<file path="config.mk">
export PLATFORM = sky130hd
export DESIGN_NAME = lbir_ram
export DESIGN_NICKNAME = d
export VERILOG_FILES = /design/src/sv/lbir_ram.sv
export SDC_FILE = /design/constraint.sdc
export NUM_CORES = 2
export LEC_CHECK = 0
export BUFFER_PORTS_ARGS = -buffer_cell sky130_fd_sc_hd__buf_2
export CORE_MARGIN = 1.5
export CORE_UTILIZATION = 24
export DETAILED_ROUTE_END_ITERATION = 12
export PLACE_DENSITY = 0.39
export RECOVER_POWER = 50
export SYNTH_ARGS = -nofsm -noshare
export SYNTH_HDL_FRONTEND = slang
export SYNTH_SLANG_ARGS = --single-unit
</file>
<file path="constraint.sdc">
create_clock -name clk_i -period 6.07 [get_ports clk_i]
set_input_delay 0.9105 -clock clk_i [delete_from_list [all_inputs] [get_ports clk_i]]
set_output_delay 0.9105 -clock clk_i [all_outputs]
set_load 0.03 [all_outputs]
</file>
<file path="src/sv/lbir_ram.sv">
// Generic single-port-write, single-port-read RAM with a registered read.
`default_nettype none

module lbir_ram #(
  parameter int unsigned WIDTH = 64,
  parameter int unsigned DEPTH = 64,
  localparam int unsigned AW = (DEPTH > 1) ? $clog2(DEPTH) : 1
) (
  input  wire logic             clk_i,
  input  wire logic             we_i,
  input  wire logic [AW-1:0]    waddr_i,
  input  wire logic [WIDTH-1:0] wdata_i,
  input  wire logic             re_i,
  input  wire logic [AW-1:0]    raddr_i,
  output logic      [WIDTH-1:0] rdata_o
);

  logic [WIDTH-1:0] mem_q [DEPTH];
  logic [WIDTH-1:0] rdata_q;

  // Write port.
  always_ff @(posedge clk_i) begin
    if (we_i) begin
      mem_q[waddr_i] <= wdata_i;
    end
  end

  // Read port: the data holds until the next read.
  always_ff @(posedge clk_i) begin
    if (re_i) begin
      rdata_q <= mem_q[raddr_i];
    end
  end

  assign rdata_o = rdata_q;

endmodule

`default_nettype wire

</file>
==> results.md <==
* PortBufs at 142
* DR iter-0 viols at 7690
* Final Total Pwr at 61.9 mW
* XOR/XNOR Fraction of Synth Area at 0
* First-pass GRT wire length at 699000 um
* Synth Area in Compound Gates at 0.0247
* Die footprint at 659000 sq um
* Crit path buf inv count at 2
* DR top layer: met5
* Top cell family by delay on the critical path: buffers and inverters
* Clock Latency Late Sink at 1.04 ns
* Post-synth cell types at 32
* CTS tree: done
* Via count of the routed design at 74400
* Cells after DPL at 15300
* Ys flop type: edfxtp_1
* Die height at 812 um
* Slowest stage delay, CP at 2.64 ns
* Drt drc at 0
* WHS Endpoint: mem_q[39][60]
* Cells after Synth at 6598
* Via density at 4.62
* Mapped cell area at 157000 sq um
* Outcome: finished, violations left
* Seq/Total Area, Yosys at 0.796
* Most used cell, CP: clkbuf_1
* Violated checks: capacitance limit, slew limit
* Critical path depth in cells at 4
* Num ports at 143
* Synth Area in Simple Gates at 0.0123
* Final setup margin at 1.66 ns
* Reg-to-reg slack, setup at 3.65 ns
* Fin nets at 7161
* Standard-cell rows at 296
* Clock Tree Root: clkbuf_16
* Final core utilization at 0.284
* Initial antenna violation count at 75
* Reg-to-reg startpoint: mem_q[52][43]
* Top cells by area, synth: edfxtp_1 (80%), mux4_2 (15%), mux2i_1 (0.86%)
* Synth Area in Adders at 0
* Hold Startpoint: we_i
* Fmax at 0.227 GHz
* Final Critical Period at 4.41 ns
* Slew HR at -1.50
* Placeable Area at 651000 sq um
* Number of post-CTS setup repair buffers at 0
* RR Endpoint: rdata_o[43]
* Slew Viols, Final at 4211
* Area Growth Syn to Fin at 17.6%
* Startpoint Class: primary input
* Slowest CP cell: clkbuf_1
* Fin crit share at 0.727
* Dpl hpwl at 282000 um
* Initial DRT Pass Iterations at 5
* Grt ovf at 0
* Worst Path Required at 6.60 ns
* Non-Filler Instances at 16100
* Share of cells above drive strength 1 at 0.278
* Met3 wire length at 25600 um
* Crit path launch: waddr_i[5]
* Crit path capture type: register
* Tot GR Track Use at 0.153
* Post-synth ARST share at 0
* Syn nets at 6677
* Clock Skews at 0.0581 ns
* DRT antenna net count at 0
* Setup CP Type: primary input to register
* Place WS at 1.61 ns
* Vias in the first global route at 78500
* CTS clock-pin slew for the worst setup and hold paths at 0.06 ns
* Post-synth EDFFs at 4160
* Worst hold path class: primary input to register
* Final Hold Viols at 0
* Final setup fails at 0
* CTS Buf Count at 436
* Hold path depth at 4
* Leakage power at 55.7 nW
* CTS H-tree lvls at 5
* Post-cts resize count at 0
* Synth warn at 0
* Critical-path maximum fanout at 29
* Synth Area per Inst at 23.8 sq um
* Max-cap violation count at 66
* Max Buffers Root-to-Sink at 4
* Cts hold-fix bufs at 0
* Critical Path, Cell by Cell: clkbuf_1 -> or3_1 -> nor2_1 -> clkbuf_1
* Fin area at 185000 sq um
* Largest net degree at the start of global routing at 104
* Die X at 812 um
* CTS sink cnt at 4160
* Synth top area share at 0.796
* Dpl cell area at 170000 sq um
* Yosys top cell by area: edfxtp_1
* Min Hold Slack at 0.745 ns
* Largest family of logic cells by synthesized area: multiplexers
* Routed WL at 516000 um
* DR WL/cell at 32.0 um
* Critical path arrival at 4.94 ns
* Reg2Reg Depth at 5
* Mux contribution to synthesized area at 0.156
* PD cells at 335 nW/um^2
* WL met1 at 217000 um
* RSZ-0062 raised after global routing: false
* Met2 WL at 261000 um
* Peak VDD IR at 240 uV
* Routability cong. at 0.731
* Yosys reg bits at 4160
* Initial core utilization at 0.241
* Worst-margin pin slew at 3.75 ns
* Setup TNS at 0 ns
cells by family after synthesis:
kind of cell,Yosys count
AOI/OAI and AO/OA,504
buffers and inverters,389
DFF,4160
muxes,1159
and+or+nand+nor,386
synthesized netlist by cell type, drive strengths merged, types with 29 or more instances:
cell type	n
clkbuf	140
and3	64
o221ai	38
edfxtp	4160
buf	230
nand3	45
a22oi	168
a22o	88
mux2i	135
or3	29
nand2	58
o22ai	83
nor2	112
a211oi	63
mux4	1024
cell usage in the layout (no fill, tap or decap), drive strengths merged, types with 2 or more instances in the layout:
cell	synthesis	routed
edfxtp	4160	4160
mux4	1024	1024
clkbuf	140	623
buf	230	346
clkinv	0	182
a22oi	168	168
mux2i	135	135
nor2	112	112
a22o	88	88
o22ai	83	83
and3	64	64
a211oi	63	63
nand2	58	58
bufinv	0	49
nand3	45	45
o221ai	38	38
inv	19	30
or3	29	29
or2	28	28
nor2b	28	28
a41oi	26	26
diode	0	20
a2bb2oi	19	19
a31oi	18	18
nand2b	11	11
clkinvlp	0	10
and2	3	3
nor3	2	2
nand3b	2	2
nand4	2	2
per-layer routing:
layer  GRT usage  up-vias
met2       0.268     2063
met4      0.0350       20
met5           0        -
met3      0.0218      609
li1            -    29600
met1       0.202    42100
report_power, final:
| group | switching (mW) | internal (mW) |
|---|---|---|
| Clock | 11.5 | 15.5 |
| Combinational | 1.87 | 0.984 |
| Sequential | 0.139 | 31.9 |
worst max path at each step:
| stage | to | slack [ns] |
|---|---|---|
| 6_report | mem_q[5][17] | 1.66 |
| 5_1_grt | mem_q[5][11] | 1.74 |
| 4_1_cts | rdata_o[9] | 2.76 |
| 3_5_place_dp | rdata_o[9] | 1.61 |
| 3_3_place_gp | rdata_o[9] | 1.63 |
| 2_1_floorplan | mem_q[39][0] | 1.13 |
cell type report:
| type | count | area [sq um] |
|---|---|---|
| diodes | 20 | 50.0 |
| clock buffers | 553 | 11500 |
| clock inverters | 252 | 2740 |
| fillers | 63400 | 466000 |
| inverters | 19 | 71.3 |
| multi-input cells | 2049 | 30700 |
| flip-flops and latches | 4160 | 125000 |
| well taps | 8642 | 10800 |
| repair buffers | 416 | 3750 |
worst min-delay path: stages:
cell	delay (ns)
buf_2	0.15
nand4_1	0.17
nor2_4	0.12
buf_12	0.19
state kept, by name, indices dropped and copies added (netlist names):
| signal | cells |
|---|---|
| rdata_o | 64 |
| mem_q | 4096 |
Note: power is estimated with default switching activity, not from simulation.
